<file path="src/rtl/core/mpfb_pkg.sv">
// shared types, constants and helpers of the mono page framebuffer
`timescale 1ns / 1ps
`default_nettype none

package mpfb_pkg;

    // frame store geometry
    localparam int PAGES     = 8;
    localparam int COLUMNS   = 128;
    localparam int MEM_DEPTH = PAGES * COLUMNS;
    localparam int ADDR_W    = $clog2(MEM_DEPTH);

    // queue between front and back
    localparam int QUEUE_DEPTH = 2;

    // panel bus command bytes
    localparam logic [7:0] CMD_PAGE_BASE   = 8'hb0;
    localparam logic [7:0] CMD_COL_HI_BASE = 8'h10;
    localparam logic [3:0] COL_NIBBLE_MASK = 4'hf;

    // register reset values
    localparam logic [7:0] WIDTH_RESET  = 8'd128;
    localparam logic [7:0] HEIGHT_RESET = 8'd64;

    // configuration register indexes
    localparam logic [1:0] REG_PANEL_WIDTH  = 2'd0;
    localparam logic [1:0] REG_PANEL_HEIGHT = 2'd1;
    localparam logic [1:0] REG_PORTRAIT     = 2'd2;

    // input command codes
    localparam logic [1:0] CMD_PLOT    = 2'd0;
    localparam logic [1:0] CMD_STORE   = 2'd1;
    localparam logic [1:0] CMD_REFRESH = 2'd2;

    typedef struct packed {
        logic [1:0] cmd;
        logic [6:0] pixel_x;
        logic [6:0] pixel_y;
        logic       black;
        logic [2:0] page;
        logic [6:0] column;
        logic       row_start;
    } in_item_t;

    typedef struct packed {
        logic [7:0] out_byte;
        logic       is_command;
        logic       last;
    } out_item_t;

    typedef enum logic [1:0] {
        OP_PLOT,
        OP_STORE,
        OP_REFRESH
    } op_t;

    // one classified job as it travels from front to back
    typedef struct packed {
        op_t               op;
        logic [ADDR_W-1:0] addr;
        logic [2:0]        bit_sel;
        logic              black;
        logic              send_addr;
        logic [3:0]        page;
        logic [6:0]        column;
        logic              in_store;
    } job_t;

    function automatic logic [ADDR_W-1:0] mem_addr(input logic [4:0] pg,
                                                   input logic [6:0] col);
        return ADDR_W'(ADDR_W'(pg) * ADDR_W'(COLUMNS) + ADDR_W'(col));
    endfunction

endpackage

`default_nettype wire

</file>
<file path="src/rtl/core/mpfb_queue.sv">
// short job queue between front and back
`timescale 1ns / 1ps
`default_nettype none

module mpfb_queue
    import mpfb_pkg::*;
(
    input  wire logic clk,
    input  wire logic rst_n,
    input  wire logic wr_en,
    input  wire job_t wr_job,
    output logic      q_full,
    input  wire logic rd_en,
    output logic      q_empty,
    output job_t      rd_job
);

    localparam int PTR_W = (QUEUE_DEPTH > 1) ? $clog2(QUEUE_DEPTH) : 1;
    localparam int CNT_W = $clog2(QUEUE_DEPTH + 1);

    job_t             slots_reg [QUEUE_DEPTH];
    logic [PTR_W-1:0] wr_ptr_reg;
    logic [PTR_W-1:0] rd_ptr_reg;
    logic [CNT_W-1:0] count_reg;
    logic             do_wr;
    logic             do_rd;

    assign q_full  = (count_reg == CNT_W'(QUEUE_DEPTH));
    assign q_empty = (count_reg == '0);
    assign do_wr   = wr_en && !q_full;
    assign do_rd   = rd_en && !q_empty;
    assign rd_job  = slots_reg[rd_ptr_reg];

    always_ff @(posedge clk)
    begin
        if (do_wr)
        begin
            slots_reg[wr_ptr_reg] <= wr_job;
        end
    end

    always_ff @(posedge clk or negedge rst_n)
    begin
        if (!rst_n)
        begin
            wr_ptr_reg <= '0;
            rd_ptr_reg <= '0;
            count_reg  <= '0;
        end
        else
        begin
            if (do_wr)
            begin
                wr_ptr_reg <= (wr_ptr_reg == PTR_W'(QUEUE_DEPTH - 1)) ? '0 : wr_ptr_reg + 1'b1;
            end
            if (do_rd)
            begin
                rd_ptr_reg <= (rd_ptr_reg == PTR_W'(QUEUE_DEPTH - 1)) ? '0 : rd_ptr_reg + 1'b1;
            end
            if (do_wr && !do_rd)
            begin
                count_reg <= count_reg + 1'b1;
            end
            else if (do_rd && !do_wr)
            begin
                count_reg <= count_reg - 1'b1;
            end
        end
    end

endmodule

`default_nettype wire

</file>
<file path="config.mk">
export PLATFORM = sky130hd
export DESIGN_NAME = mpfb_queue
export DESIGN_NICKNAME = d
export VERILOG_FILES = /design/src/rtl/core/mpfb_pkg.sv /design/src/rtl/core/mpfb_queue.sv
export SDC_FILE = /design/constraint.sdc
export NUM_CORES = 1
export LEC_CHECK = 0
export ABC_CLOCK_PERIOD_IN_PS = 5500
export BUFFER_PORTS_ARGS = -buffer_cell sky130_fd_sc_hd__buf_2
export CAP_MARGIN = 5
export CORE_ASPECT_RATIO = 0.9
export CORE_MARGIN = 2
export CORE_UTILIZATION = 53
export DETAILED_ROUTE_END_ITERATION = 10
export PLACE_DENSITY_LB_ADDON = 0.08
export SLEW_MARGIN = 5
export SYNTH_ARGS = -nofsm -noshare
export SYNTH_HDL_FRONTEND = slang
export SYNTH_SLANG_ARGS = --single-unit
</file>
<file path="constraint.sdc">
create_clock -name clk -period 5.5 [get_ports clk]
set_input_delay 0.275 -clock clk [delete_from_list [all_inputs] [get_ports clk]]
set_output_delay 0.275 -clock clk [all_outputs]
set_load 0.02 [all_outputs]
</file>
==> impl_metrics.py, run 1 <==
metrics = {
    "layout": {
        "nets": 217,
        "instances_no_fill": 250,
        "syn2layout_area_growth_pct": 24.0,
        "multi_input_area_um2": 527,
        "final_cell_mix": "63 x buf_2, 58 x edfxtp_1, 29 x mux2_4",
        "final_common_cell": "buf_2",
        "final_util_pct": 67.8,
        "regArea_um2": 1840,
        "drive_gt1_share_pct": 58.0,
        "fillCellCount": 306,
        "diodes": 0,
        "largest_reg_flops": 58,
        "final_area_um2": 2990,
    },
    "worst_setup_path": {
        "cp-start-kind": "flop",
        "cp-end-kind": "primary output",
        "cp.depth": 2,
        "critPathMaxFanout": 30,
        "path_delay_family": "flip-flops",
        "r2r_cells": 4,
        "critPathArrivalTime_ns": 1.83,
        "criticalPathCategory": "flop to primary output",
        "timing.critical_path.buf_inv": 1,
        "critPathMaxStageDelay_ns": 0.99,
        "cp.required_ns": 5.22,
        "slowest_stage": "dfrtp_2",
        "path_cells": "mux2_4, buf_2",
    },
    "status": {
        "status": "completed",
    },
    "logic_synthesis": {
        "synth-seq-cells": 62,
        "synthSimpleGateAreaFrac_pct": 1.14,
        "synth-seq-area-share_pct": 76.5,
        "synth_warnings": 0,
        "synth_nets": 143,
        "synthDistinctLibCells": 13,
        "synthMuxAreaShare_pct": 18.1,
        "netlist_instances": 109,
        "postSynthAreaPerCell_um2": 22.1,
        "synth_compound_area_share_pct": 0.208,
        "synth-xor-area-share_pct": 1.82,
        "synth_top_family_by_area": "multiplexers",
        "synth_fa_ha_area_share_pct": 0.520,
        "netlist_area_um2": 2410,
    },
    "cts": {
        "post_cts_buffers": 0,
        "path_clk_slew_ns": 0.07,
        "cts_buffers": 9,
        "cts.sinks": 62,
        "cts_htree_levels": 3,
        "cts_tree": "yes",
        "cts_max_path_buffers": 2,
        "clockRootBuffer": "clkbuf_8",
        "clock_latency_ns": 0.32,
    },
    "die": {
        "io_pins": 64,
        "dieHeight_um": 67.9,
        "fp-row-count": 23,
        "core-area_um2": 4400,
        "die_x_um": 75.0,
        "dieArea_um2": 5100,
        "start_util_pct": 54.7,
    },
    "drt": {
        "finalWirelength_mm": 3.84,
        "drc": 0,
        "viasPerCell": 4.83,
        "via_count": 1207,
        "antenna_left": 0,
        "wire_per_inst_um": 15.4,
        "detail_route.iter0.violations": 84,
        "dr.pass1.iters": 4,
    },
    "place": {
        "postPlaceCellArea_um2": 2790,
        "gp_congestion": 0.656,
        "dp.cells": 233,
        "dp_hpwl_mm": 2.45,
        "place.port_buffers": 63,
    },
    "power_and_ir_drop": {
        "power_density_nw_per_um2": 557,
        "p_leak_uw": 0.00124,
        "ir_drop_mv": 0.413,
    },
    "global_route": {
        "grt_max_degree": 31,
        "antenna_found_initial": 0,
        "grt_overflow": 0,
        "grt_usage_pct": 16.1,
        "grt_pass1_vias": 1247,
        "grt_pass1_wl_mm": 5.60,
    },
    "hold_path": {
        "holdPathStages": 1,
        "hp-class": "primary input to flop",
    },
    "timing": {
        "drv_slew": 0,
        "holdWs_ns": 0.140,
        "max_freq_mhz": 474,
        "setup_viol": 0,
        "worst_pin_slew_ns": 0.943,
        "timing.final.crit_period_ns": 2.11,
        "hold_viol": 0,
        "period_share_pct": 38.3,
        "skew_ns": 0.00436,
        "finalSetupTns_ns": 0,
        "grt_setup_unrepaired": "no",
        "relSlewSlack_pct": 37.1,
    },
    "flow_run": {
        "drv_cap": 0,
    },
}
## area by class of cell
cell class	instances	share of cell area, %
Clock buffer	15	6.24
Tap cell	62	2.60
Inverter	2	0.251
Sequential cell	62	61.7
Clock inverter	1	0.126
Multi-Input combinational cell	42	17.6
Timing Repair Buffer	66	11.4
## synth_stat cells
library cell | number | area, um^2
xor2_1 | 2 | 17.5
dfrtp_1 | 4 | 100
xnor2_1 | 3 | 26.3
mux2_4 | 29 | 435
and3_1 | 1 | 6.26
nor2_1 | 3 | 11.3
buf_6 | 3 | 33.8
nand2b_1 | 1 | 6.26
inv_1 | 2 | 7.51
o21ai_1 | 1 | 5.00
ha_1 | 1 | 12.5
nand2_1 | 1 | 3.75
edfxtp_1 | 58 | 1740
## worst register-to-register path: cells and delay by family, from the launching register on
kind / cells / cell delay, ns
flops: 1 / 0.43
simple gates: 3 / 0.41
buf+inv: 1 / 0.36
## final timing paths
path / from / slack [ns] / end
worst max-delay path: rd_ptr_reg / 3.39 / rd_job[6]
min in group asynchronous: rst_n / 0.31 / count_reg[0]
worst max register to register: count_reg[0] / 3.94 / slots_reg[0][1]
max in group asynchronous: rst_n / 5.06 / rd_ptr_reg
worst min register to register: wr_ptr_reg / 0.53 / wr_ptr_reg
worst min-delay path: wr_job[23] / 0.14 / slots_reg[1][23]
## what timing repair did
action / CTS / global route
hold buffers: 1 / 0
gates resized for setup: 0 / 0
hold endpoints to repair: 4 / 0
## metrics by stage
stage / setup slack (ns) / total power, uW
2_1_floorplan: 3.21 / 1160
3_3_place_gp: 3.72 / 1300
3_5_place_dp: 3.71 / 1320
4_1_cts: 3.34 / 1680
5_1_grt: 3.29 / 1750
6_report: 3.39 / 1660
## report_power, final
part | switching [uW] | total (uW) | leakage, uW | internal [uW]
sequential | 97.9 | 747 | 0.000584 | 649
combinational | 276 | 551 | 0.000558 | 275
clock | 153 | 365 | 0.0000974 | 212
total | 527 | 1660 | 0.00124 | 1140
## layer usage
layer,part of all wire [%],global-route usage (%)
met1,39,16.5
met2,54,27.5
met3,5.8,6.48
met4,1.1,9.38
met5,0,0
## logic make-up after synthesis
logic type,Yosys count
AOI/OAI and AO/OA,1
xor gates and xnor gates,5
adders and majority gates,1
buffers and inverters,5
DFF,62
muxes,29
and+or+nand+nor,6
No activity file was read; power rests on OpenSTA's default activity.
==> run 2, diff against run 1 <==
--- a/config.mk
+++ b/config.mk
@@ -5,12 +5,13 @@
 export SDC_FILE = /design/constraint.sdc
 export NUM_CORES = 1
 export LEC_CHECK = 0
-export ABC_CLOCK_PERIOD_IN_PS = 5500
+export ABC_AREA = 1
+export ABC_CLOCK_PERIOD_IN_PS = 1800
 export BUFFER_PORTS_ARGS = -buffer_cell sky130_fd_sc_hd__buf_2
 export CAP_MARGIN = 5
 export CORE_ASPECT_RATIO = 0.9
 export CORE_MARGIN = 2
-export CORE_UTILIZATION = 53
+export CORE_UTILIZATION = 46
 export DETAILED_ROUTE_END_ITERATION = 10
 export PLACE_DENSITY_LB_ADDON = 0.08
 export SLEW_MARGIN = 5
==> constraint.sdc (replaced) <==
create_clock -name clk -period 1.8 [get_ports clk]
set_input_delay 0.09 -clock clk [delete_from_list [all_inputs] [get_ports clk]]
set_output_delay 0.09 -clock clk [all_outputs]
set_load 0.02 [all_outputs]
==> impl_metrics.py, run 2 <==
metrics = {
    "die": {
        "fp-row-count": 24,
        "dieArea_um2": 5660,
        "dieHeight_um": 71.6,
        "die_x_um": 79.1,
        "start_util_pct": 47.9,
        "io_pins": 64,
        "core-area_um2": 4860,
    },
    "layout": {
        "final_cell_mix": "96 x nand2_1, 63 x buf_2, 58 x edfxtp_1",
        "drive_gt1_share_pct": 29.4,
        "syn2layout_area_growth_pct": 38.7,
        "final_common_cell": "nand2_1",
        "diodes": 0,
        "largest_reg_flops": 58,
        "fillCellCount": 389,
        "final_util_pct": 66.5,
        "instances_no_fill": 358,
        "nets": 322,
    },
    "logic_synthesis": {
        "synthDistinctLibCells": 15,
        "yosys-top-cells-count": "96 x nand2_1, 58 x edfxtp_1, 7 x inv_1, 6 x buf_2, 4 x dfrtp_1",
        "synth-seq-area-share_pct": 79.0,
        "synth_top_area_share_pct": 74.7,
        "synthArstFlopShare_pct": 6.45,
        "ys.flop_type": "edfxtp_1",
        "synth-seq-cells": 62,
        "synth_nets": 217,
        "synth_edf_count": 58,
        "yosys.area.top_type": "edfxtp_1",
        "netlist_instances": 183,
        "postSynthAreaPerCell_um2": 12.7,
        "yosysMostFrequentCell": "nand2_1",
        "synth_warnings": 0,
        "synth_area_leaders": "edfxtp_1 75%, nand2_1 15%, dfrtp_1 4.3%, buf_2 1.3%, inv_1 1.1%",
        "netlist_area_um2": 2330,
    },
    "cts": {
        "cts.sinks": 62,
        "path_clk_slew_ns": 0.07,
        "cts_tree": "yes",
        "clockRootBuffer": "clkbuf_8",
        "cts_buffers": 9,
        "post_cts_buffers": 0,
        "cts_htree_levels": 3,
        "clock_latency_ns": 0.32,
        "cts_max_path_buffers": 2,
    },
    "timing": {
        "timing.final.crit_period_ns": 1.64,
        "hold_viol": 0,
        "worst_pin_slew_ns": 0.802,
        "drv_slew": 0,
        "holdWs_ns": 0.0966,
        "skew_ns": 0.00663,
        "grt_setup_unrepaired": "no",
        "period_share_pct": 91.0,
        "setup_viol": 0,
        "finalSetupTns_ns": 0,
        "max_freq_mhz": 610,
        "relSlewSlack_pct": 46.0,
    },
    "worst_setup_path": {
        "cp-start-kind": "flop",
        "ff2ff_setup_slack_ns": 0.16,
        "reg2reg_to": "slots_reg[1][20]",
        "cp-end-kind": "flop",
        "r2r_cells": 3,
        "cp.required_ns": 1.82,
        "criticalPathCategory": "flop to flop",
        "critPathMaxFanout": 15,
        "reg2reg_from": "count_reg[1]",
        "critPathArrivalTime_ns": 1.66,
    },
    "drt": {
        "dr.pass1.iters": 4,
        "viasPerCell": 4.37,
        "via_count": 1566,
        "finalWirelength_mm": 4.26,
        "antenna_left": 0,
        "detail_route.iter0.violations": 107,
        "wire_per_inst_um": 11.9,
        "drc": 0,
    },
    "hold_path": {
        "hp-class": "primary input to asynchronous set/reset pin",
    },
    "flow_run": {
        "drv_cap": 0,
    },
    "global_route": {
        "grt_usage_pct": 15.7,
        "grt_pass1_wl_mm": 6.44,
        "grt_max_degree": 31,
        "antenna_found_initial": 0,
        "grt_overflow": 0,
        "grt_pass1_vias": 1473,
    },
    "place": {
        "dp.cells": 310,
        "place.port_buffers": 63,
        "dp_hpwl_mm": 2.37,
        "gp_congestion": 0.697,
    },
    "status": {
        "status": "completed",
    },
    "power_and_ir_drop": {
        "power_density_nw_per_um2": 1540,
        "p_leak_uw": 0.00143,
        "ir_drop_mv": 1.01,
        "power_uw": 4990,
    },
}
## run 2: cell count changes in the layout (fill, tap and decap cells not counted), moves of 2 or more
cell,delta
clkinv_2,+3
dlygate4sd3_1,+30
nand2_1,+95
buf_4,+2
inv_1,+5
mux2_4,-29
xnor2_1,-2
nor2_4,+2
xor2_1,-2
clkbuf_8,-4
## run 2: how the worst max path moves through the flow
stage / startpoint / to / slack [ns] / cells after the start
floorplan: count_reg[1] / slots_reg[1][0] / 0.03 / 3
global placement: count_reg[1] / slots_reg[1][18] / 0.09 / 3
detailed placement: count_reg[1] / slots_reg[1][17] / 0.06 / 3
CTS: count_reg[1] / slots_reg[1][25] / 0.05 / 3
global route: count_reg[1] / slots_reg[1][20] / 0.02 / 3
finish: count_reg[1] / slots_reg[1][20] / 0.16 / 3
## run 2: kinds of logic after synthesis
logic type	after synthesis	share of synthesized area, %
simple gates	103	17.1
xor+xnor	1	0.376
buf+inv	14	2.58
flops	62	79.0
fa+ha+maj	1	0.536
compound gates	2	0.429
## run 2: final cells by class
class / instances / area, um^2 / area share [%]
flip-flops and latches: 62 / 1840 / 56.9
repair buffers: 99 / 676 / 20.9
multi-input cells: 108 / 449 / 13.9
clock buffers: 11 / 131 / 4.06
well taps: 65 / 81.3 / 2.51
inverters: 8 / 30.0 / 0.928
clock inverters: 5 / 26.3 / 0.812
## run 2: repair_timing
action,CTS,global route
resized for setup,0,1
endpoints found under the hold margin,63,0
setup endpoints to repair,0,29
hold buffers,31,0
## run 2: through the flow
stage / area, um^2 / setup WS (ns)
after global placement: 2760 / 0.0855
after detailed placement: 2760 / 0.0626
final: 3240 / 0.162
after floorplan: 2330 / 0.0255
after global routing: 3240 / 0.0163
after CTS: 3220 / 0.0498
## run 2: where the power goes
group,internal [uW],switching [uW],total [uW]
Combinational,624,1330,1950
Clock,488,494,982
Sequential,1970,82.6,2050
Total,3080,1910,4990
## run 2: routing by layer
metal / wire length [um] / GRT usage [%]
met5: 0 / 0
met4: 63 / 9.20
met3: 193 / 4.66
met2: 2080 / 24.8
met1: 1920 / 19.3
## run 2: critical path, cell delays in order, from the launching register on
cell	delay, ns
dfrtp_1	0.39
inv_1	0.07
o21ai_0	0.63
nor2_4	0.23
==> run 3, diff against run 2 <==
--- a/config.mk
+++ b/config.mk
@@ -10,7 +10,7 @@
 export BUFFER_PORTS_ARGS = -buffer_cell sky130_fd_sc_hd__buf_2
 export CAP_MARGIN = 5
 export CORE_ASPECT_RATIO = 0.9
-export CORE_MARGIN = 2
+export CORE_MARGIN = 4
 export CORE_UTILIZATION = 46
 export DETAILED_ROUTE_END_ITERATION = 10
 export PLACE_DENSITY_LB_ADDON = 0.08
==> impl_metrics.py, run 3 (same netlist as run 2, synthesis figures left out) <==
metrics = {
    "place": {
        "dp.cells": 310,
        "dp_hpwl_mm": 2.56,
        "place.port_buffers": 63,
        "gp_congestion": 0.752,
    },
    "cts": {
        "post_cts_buffers": 0,
        "cts_tree": "yes",
        "path_clk_slew_ns": 0.06,
        "cts_max_path_buffers": 2,
        "cts.sinks": 62,
        "cts_htree_levels": 3,
        "cts_buffers": 9,
        "clockRootBuffer": "clkbuf_8",
        "clock_latency_ns": 0.33,
    },
    "drt": {
        "viasPerCell": 4.48,
        "via_count": 1603,
        "finalWirelength_mm": 4.41,
        "wire_per_inst_um": 12.3,
        "detail_route.iter0.violations": 74,
        "dr.pass1.iters": 4,
        "drc": 0,
        "antenna_left": 0,
    },
    "die": {
        "start_util_pct": 47.9,
        "dieHeight_um": 75.6,
        "die_x_um": 83.1,
        "core-area_um2": 4860,
        "dieArea_um2": 6270,
        "io_pins": 64,
        "fp-row-count": 24,
    },
    "timing": {
        "holdWs_ns": 0.0951,
        "finalSetupTns_ns": 0,
        "relSlewSlack_pct": 47.3,
        "worst_pin_slew_ns": 0.782,
        "drv_slew": 0,
        "grt_setup_unrepaired": "no",
        "hold_viol": 0,
        "setup_viol": 0,
        "skew_ns": 0.00779,
        "max_freq_mhz": 622,
        "timing.final.crit_period_ns": 1.61,
        "period_share_pct": 89.3,
    },
    "worst_setup_path": {
        "cp.required_ns": 1.82,
        "slowest_stage": "o21ai_0",
        "timing.critical_path.buf_inv": 1,
        "criticalPathCategory": "flop to flop",
        "cp-end-kind": "flop",
        "path_delay_family": "compound AO/OA/AOI/OAI gates",
        "path_cells": "inv_1, o21ai_0, nor2_4",
        "critPathMaxFanout": 15,
        "critPathArrivalTime_ns": 1.62,
        "cp-start-kind": "flop",
        "critPathMaxStageDelay_ns": 0.62,
    },
    "power_and_ir_drop": {
        "p_leak_uw": 0.00144,
        "ir_drop_mv": 1.05,
        "power_density_nw_per_um2": 1600,
        "power_uw": 5230,
    },
    "global_route": {
        "grt_pass1_wl_mm": 7.09,
        "grt_pass1_vias": 1551,
        "grt_usage_pct": 15.2,
        "antenna_found_initial": 0,
        "grt_overflow": 0,
        "grt_max_degree": 31,
    },
    "layout": {
        "drive_gt1_share_pct": 29.0,
        "largest_reg_flops": 58,
        "nets": 322,
        "final_cell_mix": "96 x nand2_1, 63 x buf_2, 58 x edfxtp_1",
        "regArea_um2": 1840,
        "syn2layout_area_growth_pct": 40.3,
        "diodes": 0,
        "instances_no_fill": 358,
        "final_common_cell": "nand2_1",
        "fillCellCount": 395,
        "multi_input_area_um2": 449,
    },
    "status": {
        "status": "completed",
    },
    "flow_run": {
        "drv_cap": 0,
    },
    "hold_path": {
        "hp-class": "primary input to asynchronous set/reset pin",
    },
}
==> run 3: cell types whose count changed in the layout (fill, tap and decap cells not counted) <==
cell,before,now
buf_12,1,0
buf_4,4,5
bufinv_16,0,2
clkbuf_1,2,3
clkinv_2,3,0
==> run 3: layout make-up <==
type,count,area share (%)
Inverter,8,0.918
Multi-Input combinational cell,108,13.7
Clock inverter,4,2.18
Tap cell,65,2.49
Timing Repair Buffer,99,20.3
Clock buffer,12,4.13
Sequential cell,62,56.3
==> run 3: path summary, 6_finish.rpt <==
path                               from                to  slack [ns]  cells past startpoint
max reg2reg                count_reg[1]  slots_reg[1][20]        0.19                      3
min in group clk                  wr_en        wr_ptr_reg        0.13                      5
min                               rst_n        rd_ptr_reg         0.1                      2
max                        count_reg[1]  slots_reg[1][20]        0.19                      3
min reg2reg                  wr_ptr_reg        wr_ptr_reg        0.51                      2
max in group asynchronous         rst_n      count_reg[0]        1.58                      2
==> run 3: per-layer routing <==
metal  GRT usage (%)  vias up  wire [um]
met1            17.1      728       1810
met2            26.0       49       2220
met4            4.90        0         42
met5               0        -          0
met3            7.68        8        339
li1                -      818          -
==> run 3: report_power, final <==
part	internal, uW	switching, uW
clock	776	471
combinational	605	1320
sequential	1970	83.3
total	3350	1880
==> run 3: metrics by stage <==
step	cell area [um^2]	utilization, %	setup slack (ns)
floorplan	2330	-	0.0255
global placement	2740	56.4	0.0782
detailed placement	2740	56.4	0.0875
CTS	3260	67.0	0.0763
global route	3270	67.3	0.0242
finish	3270	67.3	0.193
==> run 3: repair_timing <==
item | 4_1_cts | 5_1_grt
hold endpoints to repair | 63 | 0
resized for setup | 0 | 1
setup endpoints to repair | 0 | 29
hold buffers | 31 | 0
