`config.mk`:
```
export PLATFORM = sky130hd
export DESIGN_NAME = mpfb_front
export DESIGN_NICKNAME = d
export VERILOG_FILES = /design/src/rtl/core/mpfb_pkg.sv /design/src/rtl/core/mpfb_front.sv
export SDC_FILE = /design/constraint.sdc
export NUM_CORES = 1
export LEC_CHECK = 0
export CORE_UTILIZATION = 40
export CTS_CLUSTER_SIZE = 12
export DETAILED_ROUTE_END_ITERATION = 8
export DONT_BUFFER_PORTS = 1
export PLACE_DENSITY_LB_ADDON = 0.1
export SKIP_LAST_GASP = 1
export SLEW_MARGIN = 5
export SYNTH_ARGS = -nofsm -noshare
export SYNTH_HDL_FRONTEND = slang
export SYNTH_SLANG_ARGS = --single-unit
```
`constraint.sdc`:
```
create_clock -name clk -period 12.5 [get_ports clk]
set_clock_uncertainty 0.15 [all_clocks]
set_input_delay 0.625 -clock clk [delete_from_list [all_inputs] [get_ports clk]]
set_output_delay 0.625 -clock clk [all_outputs]
set_load 0.05 [all_outputs]
```
`src/rtl/core/mpfb_pkg.sv`:
```
// shared types, constants and helpers of the mono page framebuffer
`timescale 1ns / 1ps
`default_nettype none

package mpfb_pkg;

    // frame store geometry
    localparam int PAGES     = 8;
    localparam int COLUMNS   = 128;
    localparam int MEM_DEPTH = PAGES * COLUMNS;
    localparam int ADDR_W    = $clog2(MEM_DEPTH);

    // queue between front and back
    localparam int QUEUE_DEPTH = 2;

    // panel bus command bytes
    localparam logic [7:0] CMD_PAGE_BASE   = 8'hb0;
    localparam logic [7:0] CMD_COL_HI_BASE = 8'h10;
    localparam logic [3:0] COL_NIBBLE_MASK = 4'hf;

    // register reset values
    localparam logic [7:0] WIDTH_RESET  = 8'd128;
    localparam logic [7:0] HEIGHT_RESET = 8'd64;

    // configuration register indexes
    localparam logic [1:0] REG_PANEL_WIDTH  = 2'd0;
    localparam logic [1:0] REG_PANEL_HEIGHT = 2'd1;
    localparam logic [1:0] REG_PORTRAIT     = 2'd2;

    // input command codes
    localparam logic [1:0] CMD_PLOT    = 2'd0;
    localparam logic [1:0] CMD_STORE   = 2'd1;
    localparam logic [1:0] CMD_REFRESH = 2'd2;

    typedef struct packed {
        logic [1:0] cmd;
        logic [6:0] pixel_x;
        logic [6:0] pixel_y;
        logic       black;
        logic [2:0] page;
        logic [6:0] column;
        logic       row_start;
    } in_item_t;

    typedef struct packed {
        logic [7:0] out_byte;
        logic       is_command;
        logic       last;
    } out_item_t;

    typedef enum logic [1:0] {
        OP_PLOT,
        OP_STORE,
        OP_REFRESH
    } op_t;

    // one classified job as it travels from front to back
    typedef struct packed {
        op_t               op;
        logic [ADDR_W-1:0] addr;
        logic [2:0]        bit_sel;
        logic              black;
        logic              send_addr;
        logic [3:0]        page;
        logic [6:0]        column;
        logic              in_store;
    } job_t;

    function automatic logic [ADDR_W-1:0] mem_addr(input logic [4:0] pg,
                                                   input logic [6:0] col);
        return ADDR_W'(ADDR_W'(pg) * ADDR_W'(COLUMNS) + ADDR_W'(col));
    endfunction

endpackage

`default_nettype wire

```
`src/rtl/core/mpfb_front.sv`:
```
// front end: configuration registers, item intake and classification
`timescale 1ns / 1ps
`default_nettype none

module mpfb_front
    import mpfb_pkg::*;
(
    input  wire logic      clk,
    input  wire logic      rst_n,
    input  wire logic      cfg_valid,
    output logic           cfg_ready,
    input  wire logic [1:0] cfg_index,
    input  wire logic [7:0] cfg_data,
    input  wire logic      push,
    output logic           full,
    input  wire in_item_t  in_data,
    input  wire logic      clearing,
    input  wire logic      q_full,
    output logic           q_push,
    output job_t           q_job
);

    logic [7:0] width_reg;
    logic [7:0] height_reg;
    logic       portrait_reg;

    logic [6:0] p_col;
    logic [6:0] p_row;
    logic       p_in_view;
    logic       p_in_store;
    logic [7:0] s_w;
    logic [7:0] s_h;
    logic [6:0] s_x;
    logic [6:0] s_y;
    logic [6:0] s_col;
    logic [7:0] s_row;
    logic       s_in_store;
    logic       r_in_store;
    logic       keep;

    assign cfg_ready = 1'b1;

    always_ff @(posedge clk or negedge rst_n)
    begin
        if (!rst_n)
        begin
            width_reg    <= WIDTH_RESET;
            height_reg   <= HEIGHT_RESET;
            portrait_reg <= 1'b0;
        end
        else if (cfg_valid && cfg_ready)
        begin
            case (cfg_index)
                REG_PANEL_WIDTH:  width_reg    <= cfg_data;
                REG_PANEL_HEIGHT: height_reg   <= cfg_data;
                REG_PORTRAIT:     portrait_reg <= cfg_data[0];
                default:          ;
            endcase
        end
    end

    // plot: bounds check in view, then swap axes in portrait
    assign p_col      = portrait_reg ? in_data.pixel_y : in_data.pixel_x;
    assign p_row      = portrait_reg ? in_data.pixel_x : in_data.pixel_y;
    assign p_in_view  = ({1'b0, in_data.pixel_x} < width_reg)
                     && ({1'b0, in_data.pixel_y} < height_reg);
    assign p_in_store = (int'(p_row[6:3]) < PAGES) && (int'(p_col) < COLUMNS);

    // store only: clamp, zero size acts as one, portrait mirrors x
    assign s_w        = (width_reg == 8'd0) ? 8'd1 : width_reg;
    assign s_h        = (height_reg == 8'd0) ? 8'd1 : height_reg;
    assign s_x        = ({1'b0, in_data.pixel_x} >= s_w) ? 7'(s_w - 8'd1) : in_data.pixel_x;
    assign s_y        = ({1'b0, in_data.pixel_y} >= s_h) ? 7'(s_h - 8'd1) : in_data.pixel_y;
    assign s_col      = portrait_reg ? s_y : s_x;
    assign s_row      = portrait_reg ? (s_w - 8'd1 - {1'b0, s_x}) : {1'b0, s_y};
    assign s_in_store = (int'(s_row[7:3]) < PAGES) && (int'(s_col) < COLUMNS);

    // refresh: out of store still sends, with zero data
    assign r_in_store = (int'(in_data.page) < PAGES) && (int'(in_data.column) < COLUMNS);

    always_comb
    begin
        keep  = 1'b0;
        q_job = '0;
        case (in_data.cmd)
            CMD_PLOT:
            begin
                keep              = p_in_view && p_in_store;
                q_job.op          = OP_PLOT;
                q_job.addr        = mem_addr({1'b0, p_row[6:3]}, p_col);
                q_job.bit_sel     = p_row[2:0];
                q_job.black       = in_data.black;
                q_job.send_addr   = 1'b1;
                q_job.page        = p_row[6:3];
                q_job.column      = p_col;
                q_job.in_store    = 1'b1;
            end
            CMD_STORE:
            begin
                keep              = s_in_store;
                q_job.op          = OP_STORE;
                q_job.addr        = mem_addr(s_row[7:3], s_col);
                q_job.bit_sel     = s_row[2:0];
                q_job.black       = in_data.black;
                q_job.in_store    = 1'b1;
            end
            CMD_REFRESH:
            begin
                keep              = 1'b1;
                q_job.op          = OP_REFRESH;
                q_job.addr        = mem_addr({2'b00, in_data.page}, in_data.column);
                q_job.send_addr   = in_data.row_start;
                q_job.page        = {1'b0, in_data.page};
                q_job.column      = in_data.column;
                q_job.in_store    = r_in_store;
            end
            default:
            begin
                keep = 1'b0;
            end
        endcase
    end

    assign full   = q_full || clearing;
    assign q_push = push && !full && keep;

endmodule

`default_nettype wire

```
==> flow_summary.toml, run 1 <==
[run_status]
outcome = "finished clean"

[yosys]
synth-seq-cells = 17
edff_count_synth = 0
postSynthAreaPerCell_sq_um = 8.00
synthArstFlopShare_pct = 100
synth_cells = 309
synth_area_sq_um = 2470
ys_types = 54
synth_fp_nets = 384
postSynth.topFlopCell = "sky130_fd_sc_hd__dfrtp_1"
synth-warning-count = 0
synth_seq_area_share_pct = 17.3

[floorplanning]
top_level_ports = 76
initial_utilization_pct = 41.5
floorplan.rows = 28
height_of_the_die_um = 80.6
total_core_area_sq_um = 5960
die_width_um = 80.6
fp.dieArea_sq_um = 6500

[detailed_routing]
first_pass_iters = 4
drt_wl_total_um = 6870
vias_per_cell = 5.72
wire_per_inst_um = 18.0
route.antenna.remaining_nets = 0
num_vias = 2178
drt_iter0_drc = 94
post-route-drc-count = 0

[power_and_ir_drop]
power_density_nw_per_um2 = 143
report.power.total_mw = 0.373
vdd_ir_drop_max_mv = 0.0703
p_leak_nw = 1.30

[grt]
grt_usage_pct = 22.3
met2_layer_usage_reported_by_global_route_pct = 39.1
grt_pass1_wl_um = 11100
grt_most_used_layer = "met2"
globalRouteMet3Util_pct = 3.52
grt_remaining_overflow = 0
grt_start_max_net_pins = 32
grt_pass1_vias = 2206
grt_antenna_before_repair = 0
grt_util_met1_pct = 28.4

[hold_path]
holdCritPathClass = "in2async"

[sta]
worst_hold_slack_ns = 0.0631
timing_hold_violations_final = 0
timing_max_transition_violations_final = 0
timing.final.setup_violations = 0
period_needed_ns = 5.64
clock.fmax_mhz = 177
worstMarginPinSlew_ns = 1.16
grt_setup_unrepaired = "no"
worst_slew_margin_relative_to_its_limit_pct = 23.8
fin_tns_setup_ns = 0
finalCritPeriodShare_pct = 45.1

[placed_design]
io_buffer_count = 0
place.detailed.hpwl_um = 5800
area_after_detailed_placement_sq_um = 2550
gpl.final_weighted_congestion = 0.880

[worst_setup_path]
category_of_the_most_critical_setup_path = "reg2out"
reg2reg_depth = 1
internal_reg_to_reg_setup_slack_ns = 11.48
worstPathMaxFanout = 7
critPathRequiredTime_ns = 11.73
crit_arrival_ns = 4.86
category_of_the_worst_setup_path_capture_point = "output port"
critical_path_launch_point_type = "flop"

[clocking]
clkSinkCount = 17
post_cts.repair.setup_buffers = 0
clk_transition_reported_paths_ns = 0.06
cts_max_level = 1
clock_latency_ns = 0.25
tritoncts = "yes"
tritoncts.num_buffers = 3
post_cts_resize_count = 0
cts_root_buf = "sky130_fd_sc_hd__clkbuf_8"
cts.path.max_buffers = 2

[finish]
stdcell_area_sq_um = 2610
layout-area-overhead-vs-synth_pct = 5.52
post_route_cells_drive_above_1_share_pct = 9.80
most_common_library_cell_in_the_layout_ignoring_fill_and_taps = "sky130_fd_sc_hd__inv_1"
antenna_cells_inserted = 0
most-common-layout-cells = "46 x sky130_fd_sc_hd__inv_1, 30 x sky130_fd_sc_hd__ha_1, 23 x sky130_fd_sc_hd__nand2_1"
nets = 382

[flow_run]
max_cap_check_violation_count = 0
-- cell families after synthesis --
group	Yosys count	share of synthesized area, %
flops	17	17.3
simple gates	75	15.6
fa+ha+maj	31	16.0
compound gates	88	25.6
buf+inv	58	9.01
other cells	1	0.152
mux	27	12.0
xor+xnor	12	4.25
-- timing repair --
item,in CTS,in global routing
endpoints found under the setup margin,0,0
hold buffers,1,0
hold endpoints to repair,15,0
-- routing by layer --
metal  routed length (um)  up-vias  share of wire, %
li1                     -     1097                 -
met1                 3160      997                46
met2                 3180       73                46
met3                  449       11               6.5
met4                   87        0               1.3
met5                    0        -                 0
-- metrics by stage --
step	setup slack (ns)	std cells	utilization, %
floorplan	7.58	309	-
global placement	7.29	376	42.8
detailed placement	7.17	376	42.8
CTS	6.86	381	43.8
global route	6.59	381	43.8
finish	6.86	381	43.8
-- report_power, final --
group	switching (mW)	internal (mW)
Combinational	0.161	0.0934
Sequential	0.0130	0.0660
Clock	0.0176	0.0221
-- worst max-delay path, cell delays in order, from the launching register on --
cell,delay (ns)
sky130_fd_sc_hd__dfrtp_1,0.43
sky130_fd_sc_hd__nor4_1,0.39
sky130_fd_sc_hd__a21oi_1,0.16
sky130_fd_sc_hd__inv_1,0.14
sky130_fd_sc_hd__ha_1,0.24
sky130_fd_sc_hd__nor2b_1,0.10
sky130_fd_sc_hd__o21ai_0,0.09
sky130_fd_sc_hd__a21oi_1,0.17
sky130_fd_sc_hd__o22a_1,0.41
sky130_fd_sc_hd__mux2i_1,0.30
sky130_fd_sc_hd__ha_1,0.20
sky130_fd_sc_hd__inv_1,0.05
sky130_fd_sc_hd__fa_1,0.39
sky130_fd_sc_hd__a21o_1,0.19
sky130_fd_sc_hd__a41o_1,0.25
sky130_fd_sc_hd__xor2_1,0.13
sky130_fd_sc_hd__or4_1,0.50
sky130_fd_sc_hd__o211ai_1,0.47
-- path summary, 6_finish.rpt --
path / endpoint / start
max: q_push / width_reg[4]$_DFFE_PN0P_
min in group clk: width_reg[6]$_DFFE_PN0P_ / cfg_data[6]
min reg2reg: portrait_reg$_DFFE_PN0P_ / portrait_reg$_DFFE_PN0P_
min: height_reg[6]$_DFFE_PN1P_ / rst_n
max reg2reg: height_reg[3]$_DFFE_PN0P_ / height_reg[3]$_DFFE_PN0P_
max in group asynchronous: width_reg[2]$_DFFE_PN0P_ / rst_n
-- cell type report --
class                      instances  area, sq um
sequential                        17          428
timing repair buffer               4         32.5
tap                               75         93.8
clock buffer                       3         41.3
clock inverter                     1         5.00
fill                             620         3350
multi-input combinational        234         1830
inverter                          47          176
-- Yosys cell counts (2+ instances only) --
master	number	share of area [%]
sky130_fd_sc_hd__nand2_1	23	3.5
sky130_fd_sc_hd__mux2_2	11	5.0
sky130_fd_sc_hd__xor2_1	6	2.1
sky130_fd_sc_hd__dfstp_2	2	2.1
sky130_fd_sc_hd__nand3b_1	2	0.61
sky130_fd_sc_hd__nand3_1	3	0.61
sky130_fd_sc_hd__a21oi_1	15	3.0
sky130_fd_sc_hd__xnor2_1	6	2.1
sky130_fd_sc_hd__o211a_1	2	0.81
sky130_fd_sc_hd__inv_1	46	7.0
sky130_fd_sc_hd__a211oi_1	10	3.0
sky130_fd_sc_hd__nor2_1	14	2.1
sky130_fd_sc_hd__nor3_1	9	1.8
sky130_fd_sc_hd__o221ai_1	7	2.5
sky130_fd_sc_hd__a21o_1	8	2.4
sky130_fd_sc_hd__o21ai_0	20	4.1
sky130_fd_sc_hd__o21a_1	3	0.91
sky130_fd_sc_hd__a211o_1	7	2.5
sky130_fd_sc_hd__clkbuf_1	6	0.91
sky130_fd_sc_hd__dfrtp_1	15	15
sky130_fd_sc_hd__buf_1	3	0.46
sky130_fd_sc_hd__a31oi_1	4	1.0
sky130_fd_sc_hd__nor2b_1	12	3.0
sky130_fd_sc_hd__mux2i_1	15	6.1
sky130_fd_sc_hd__ha_1	30	15
sky130_fd_sc_hd__nand2b_1	2	0.51
(Power assumes the default switching activity.)
==> inputs of run 2 (changes only) <==
==> constraint.sdc (replaced) <==
create_clock -name clk -period 4.6 [get_ports clk]
set_clock_uncertainty 0.15 [all_clocks]
set_input_delay 0.23 -clock clk [delete_from_list [all_inputs] [get_ports clk]]
set_output_delay 0.23 -clock clk [all_outputs]
set_load 0.05 [all_outputs]
==> run 2 against run 1 <==
Compared with the run above: the flow now finishes with violations (negative setup slack); non-clock buffer count rose by 75; combinational power rose to 3.9 times the previous value; worst hold slack improved by 0.060 ns; final area rose by 30%; flip-flop and latch count did not move; sequential power rose to 2.8 times the previous value; sequential share of layout area fell by 3.7 points; die area did not move; register-to-register slack got worse by 8.0 ns; highest routed layer unchanged.
==> flow_summary.toml, run 2 (synthesis gave the netlist of run 1 again) <==
[grt]
grt_util_met1_pct = 31.4
met2_layer_usage_reported_by_global_route_pct = 46.8
grt_remaining_overflow = 0
grt_usage_pct = 25.7
grt_most_used_layer = "met2"
grt_pass1_wl_um = 12600
globalRouteMet3Util_pct = 1.70
grt_start_max_net_pins = 30
grt_antenna_before_repair = 0
grt_pass1_vias = 2575

[sta]
fin_tns_setup_ns = -0.134
worst_hold_slack_ns = 0.123
worst_slew_margin_relative_to_its_limit_pct = 30.7
post-route-worst-setup-slack_ns = -0.134
timing_max_transition_violations_final = 0
finalCritPeriodShare_pct = 103
period_needed_ns = 4.73
worstMarginPinSlew_ns = 1.04
timing_hold_violations_final = 0
grt_setup_unrepaired = "yes"
timing.final.setup_violations = 1
clock.fmax_mhz = 211

[power_and_ir_drop]
power_density_nw_per_um2 = 393
p_leak_nw = 1.66
vdd_ir_drop_max_mv = 0.317
report.power.total_mw = 1.33

[detailed_routing]
first_pass_iters = 4
vias_per_cell = 5.78
post-route-drc-count = 0
route.antenna.remaining_nets = 0
num_vias = 2635
drt_iter0_drc = 164
drt_wl_total_um = 8210
wire_per_inst_um = 18.0

[clocking]
cts_max_level = 1
tritoncts.num_buffers = 3
clkSinkCount = 17
tritoncts = "yes"
cts.path.max_buffers = 2
clk_transition_reported_paths_ns = 0.06
clock_latency_ns = 0.25
cts_root_buf = "sky130_fd_sc_hd__clkbuf_8"

[floorplanning]
height_of_the_die_um = 80.6
top_level_ports = 76
floorplan.rows = 28
total_core_area_sq_um = 5960
die_width_um = 80.6
initial_utilization_pct = 41.5
fp.dieArea_sq_um = 6500

[worst_setup_path]
critPathMaxStageDelay_ns = 0.46
crit_chain = "nor4_4, a21oi_2, inv_2, ha_4, nor2b_1, o21ai_1, a21oi_1, o22a_1, mux2i_2, ha_2, inv_2, fa_2, a21o_1, a41o_1, xor2_1, or4_1, o211ai_1, clkbuf_16"
worstPathMaxFanout = 2
critical-path-slowest-cell = "sky130_fd_sc_hd__or4_1"
crit_arrival_ns = 4.35
category_of_the_most_critical_setup_path = "reg2out"
category_of_the_worst_setup_path_capture_point = "output port"
critical-path-top-cell-by-count = "sky130_fd_sc_hd__inv_2"
critPathRequiredTime_ns = 4.22
critical_path_launch_point_type = "flop"

[placed_design]
area_after_detailed_placement_sq_um = 2700
place.detailed.hpwl_um = 5880
io_buffer_count = 0
gpl.final_weighted_congestion = 0.853

[flow_run]
max_cap_check_violation_count = 0

[hold_path]
holdCritPathClass = "in2reg"

[finish]
most_common_library_cell_in_the_layout_ignoring_fill_and_taps = "sky130_fd_sc_hd__buf_4"
nets = 457
layout-area-overhead-vs-synth_pct = 36.7
fin_util_pct = 56.7
stdcell_area_sq_um = 3380
most-common-layout-cells = "66 x sky130_fd_sc_hd__buf_4, 44 x sky130_fd_sc_hd__inv_1, 25 x sky130_fd_sc_hd__ha_1"
fillerInstances = 538
area.sequential_sq_um = 430
antenna_cells_inserted = 0
post_route_cells_drive_above_1_share_pct = 31.8
multi_input_comb_area_sq_um = 1990

[run_status]
violations_in_the_final_reports = "negative setup slack"
outcome = "complete, but fails checks"
## run 2: through the flow
step | setup slack [ns] | std cells
after CTS | -0.0114 | 458
after floorplan | 0.0701 | 309
after detailed placement | 0.0863 | 394
after global placement | 0.159 | 394
final | -0.134 | 456
after global routing | -0.292 | 456
## run 2: per-layer routing
layer	share of wire, %	up-vias
li1	-	1253
met1	42	1254
met2	50	115
met3	6.0	13
met4	2.1	0
met5	0	-
## run 2: cell type report
cell class	count	area share [%]
multi-input combinational	234	58.8
sequential	17	12.7
tap	75	2.78
clock buffer	3	1.22
inverter	47	5.22
clock inverter	1	0.148
timing repair buffer	79	19.1
## run 2: power by group
part	switching (mW)	leakage (nW)	internal, mW	total [mW]
sequential	0.0381	0.199	0.180	0.218
combinational	0.541	1.43	0.457	0.998
clock	0.0499	0.0255	0.0602	0.110
## run 2: worst paths after layout
path	to	start	cells past startpoint	slack, ns
worst max-delay path	q_push	width_reg[6]$_DFFE_PN0P_	18	-0.13
worst min-delay path	portrait_reg$_DFFE_PN0P_	cfg_index[1]	2	0.12
worst max register to register	width_reg[7]$_DFFE_PN1P_	width_reg[7]$_DFFE_PN1P_	2	3.53
worst min register to register	height_reg[7]$_DFFE_PN0P_	height_reg[7]$_DFFE_PN0P_	1	0.42
max in group asynchronous	width_reg[2]$_DFFE_PN0P_	rst_n	1	3.46
min in group asynchronous	portrait_reg$_DFFE_PN0P_	rst_n	1	0.33
## run 2: what timing repair did
item	in CTS	in global routing
setup endpoints to repair	1	2
hold buffers	9	0
endpoints found under the hold margin	34	0
pin swaps	13	15
gates resized for setup	21	18
setup buffers	51	4
## run 2: worst max-delay path: cells and delay by family (launching register included)
kind	cells	cell delay, ns
adders and majority gates	3	0.81
and+or+nand+nor	3	0.91
buffers and inverters	3	0.35
DFF	1	0.41
AOI/OAI and AO/OA	7	1.20
xor gates and xnor gates	1	0.14
muxes	1	0.28
==> inputs of run 3 (changes only) <==
--- a/config.mk
+++ b/config.mk
@@ -10,6 +10,7 @@
 export DETAILED_ROUTE_END_ITERATION = 8
 export DONT_BUFFER_PORTS = 1
 export PLACE_DENSITY_LB_ADDON = 0.1
+export RECOVER_POWER = 50
 export SKIP_LAST_GASP = 1
 export SLEW_MARGIN = 5
 export SYNTH_ARGS = -nofsm -noshare
==> run 3 against run 2 <==
Compared with the run above: highest routed layer unchanged; worst hold slack better by 0.0051 ns; largest cell class unchanged; the flow still finishes with violations (negative setup slack); largest power group unchanged; non-clock buffer count unchanged; setup slack better by 0.0037 ns.
==> flow_summary.toml, run 3 (synthesis gave the netlist of run 1 again) <==
[finish]
most-common-layout-cells = "62 x sky130_fd_sc_hd__buf_4, 44 x sky130_fd_sc_hd__inv_1, 25 x sky130_fd_sc_hd__ha_1"
fillerInstances = 540
fin_util_pct = 56.5
antenna_cells_inserted = 0
nets = 457
post_route_cells_drive_above_1_share_pct = 31.0
most_common_library_cell_in_the_layout_ignoring_fill_and_taps = "sky130_fd_sc_hd__buf_4"
layout-area-overhead-vs-synth_pct = 36.2
multi_input_comb_area_sq_um = 1990
area.sequential_sq_um = 430

[floorplanning]
top_level_ports = 76
initial_utilization_pct = 41.5
height_of_the_die_um = 80.6
total_core_area_sq_um = 5960
floorplan.rows = 28
fp.dieArea_sq_um = 6500
die_width_um = 80.6

[worst_setup_path]
crit_chain = "nor4_4, a21oi_2, inv_2, ha_4, nor2b_1, o21ai_1, a21oi_1, o22a_1, mux2i_2, ha_2, inv_2, fa_2, a21o_1, a41o_1, xor2_1, or4_1, o211ai_1, clkbuf_16"
critical-path-top-delay-family = "compound AO/OA/AOI/OAI gates"
critPathRequiredTime_ns = 4.22
critical-path-top-cell-by-count = "sky130_fd_sc_hd__inv_2"
number_of_buffer_and_inverter_stages_on_the_critical_path = 3
critical-path-slowest-cell = "sky130_fd_sc_hd__or4_1"
crit_arrival_ns = 4.35
internal_reg_to_reg_setup_slack_ns = 3.50
critical_path_launch_point_type = "flop"
category_of_the_most_critical_setup_path = "reg2out"
critPathMaxStageDelay_ns = 0.46
timing.rr.end = "width_reg[2]$_DFFE_PN0P_"
worstPathMaxFanout = 2
rr_startpoint = "width_reg[2]$_DFFE_PN0P_"
reg2reg_depth = 3
category_of_the_worst_setup_path_capture_point = "output port"

[run_status]
violations_in_the_final_reports = "negative setup slack"
outcome = "complete, but fails checks"

[detailed_routing]
post-route-drc-count = 0
vias_per_cell = 5.74
num_vias = 2619
first_pass_iters = 4
wire_per_inst_um = 18.0
detailroute.wirelength.met3_um = 514
route.antenna.remaining_nets = 0
met1_routed_wirelength_after_detailed_routing_um = 3390
drt_wl_total_um = 8200
met2WireLength_um = 4120
maxUsedRoutingLayer = "met4"
drt_iter0_drc = 152

[sta]
fin_tns_setup_ns = -0.131
worst_slew_margin_relative_to_its_limit_pct = 30.7
timing_max_transition_violations_final = 0
grt_setup_unrepaired = "yes"
clock.fmax_mhz = 211
post-route-worst-setup-slack_ns = -0.131
timing.final.setup_violations = 1
finalCritPeriodShare_pct = 103
worst_hold_slack_ns = 0.128
timing_hold_violations_final = 0
worstMarginPinSlew_ns = 1.04
period_needed_ns = 4.73

[hold_path]
hp-start = "cfg_index[1]"
hold_path_depth = 2
holdCritPathClass = "in2reg"
whs_endpoint = "portrait_reg$_DFFE_PN0P_"

[placed_design]
place.detailed.hpwl_um = 5880
gpl.final_weighted_congestion = 0.853
io_buffer_count = 0

[clocking]
tritoncts.num_buffers = 3
clk_transition_reported_paths_ns = 0.06
cts.path.max_buffers = 2
cts_max_level = 1
tritoncts = "yes"
clock_latency_ns = 0.25
clkSinkCount = 17
cts_root_buf = "sky130_fd_sc_hd__clkbuf_8"

[grt]
grt_usage_pct = 25.7
grt_start_max_net_pins = 30
grt_antenna_before_repair = 0
grt_remaining_overflow = 0
grt_pass1_vias = 2575
grt_pass1_wl_um = 12600

[power_and_ir_drop]
p_leak_nw = 1.64
power_density_nw_per_um2 = 393
vdd_ir_drop_max_mv = 0.316

[flow_run]
max_cap_check_violation_count = 0
-- run 3: changes by cell type in the layout (fill, tap and decap cells not counted) --
cell                       delta
sky130_fd_sc_hd__clkbuf_4     +1
sky130_fd_sc_hd__buf_4        -4
sky130_fd_sc_hd__clkbuf_1     +3
-- run 3: timing repair --
item / in CTS / in global routing
pin swaps: 13 / 15
buffers inserted: 51 / 4
setup endpoints to repair: 1 / 2
endpoints found under the hold margin: 34 / 0
resized for setup: 21 / 18
hold buffers: 9 / 0
-- run 3: layout make-up --
| class | instances | area share [%] |
|---|---|---|
| Timing Repair Buffer | 79 | 18.8 |
| Tap cell | 75 | 2.79 |
| Multi-Input combinational cell | 234 | 59.0 |
| Clock buffer | 3 | 1.23 |
| Inverter | 47 | 5.24 |
| Clock inverter | 1 | 0.149 |
| Sequential cell | 17 | 12.8 |
-- run 3: where the power goes --
group / internal, mW / switching (mW)
clock network: 0.0601 / 0.0490
registers: 0.180 / 0.0379
logic: 0.453 / 0.541
-- run 3: worst max path at each step --
stage | end | slack [ns] | depth (start not counted) | start
2_1_floorplan | q_push | 0.07 | 18 | width_reg[2]$_DFFE_PN0P_
3_3_place_gp | q_push | 0.16 | 18 | width_reg[6]$_DFFE_PN0P_
3_5_place_dp | q_push | 0.09 | 18 | width_reg[6]$_DFFE_PN0P_
4_1_cts | q_push | -0.01 | 18 | width_reg[3]$_DFFE_PN0P_
5_1_grt | q_push | -0.29 | 18 | width_reg[6]$_DFFE_PN0P_
6_report | q_push | -0.13 | 18 | width_reg[6]$_DFFE_PN0P_
-- run 3: per-layer routing --
layer	global-route usage (%)	vias to the layer above
li1	-	1255
met4	8.93	0
met3	1.70	13
met5	0	-
met2	46.8	105
met1	31.4	1246
-- run 3: metrics by stage --
stage / power (mW) / instances / cell area (sq um) / setup slack [ns]
final: 1.32 / 456 / 3370 / -0.131
after global routing: 1.42 / 456 / 3370 / -0.292
after CTS: 1.24 / 458 / 3300 / -0.0114
after detailed placement: 0.946 / 394 / 2700 / 0.0863
after global placement: 0.941 / 394 / 2700 / 0.159
after floorplan: 0.788 / 309 / 2470 / 0.0701
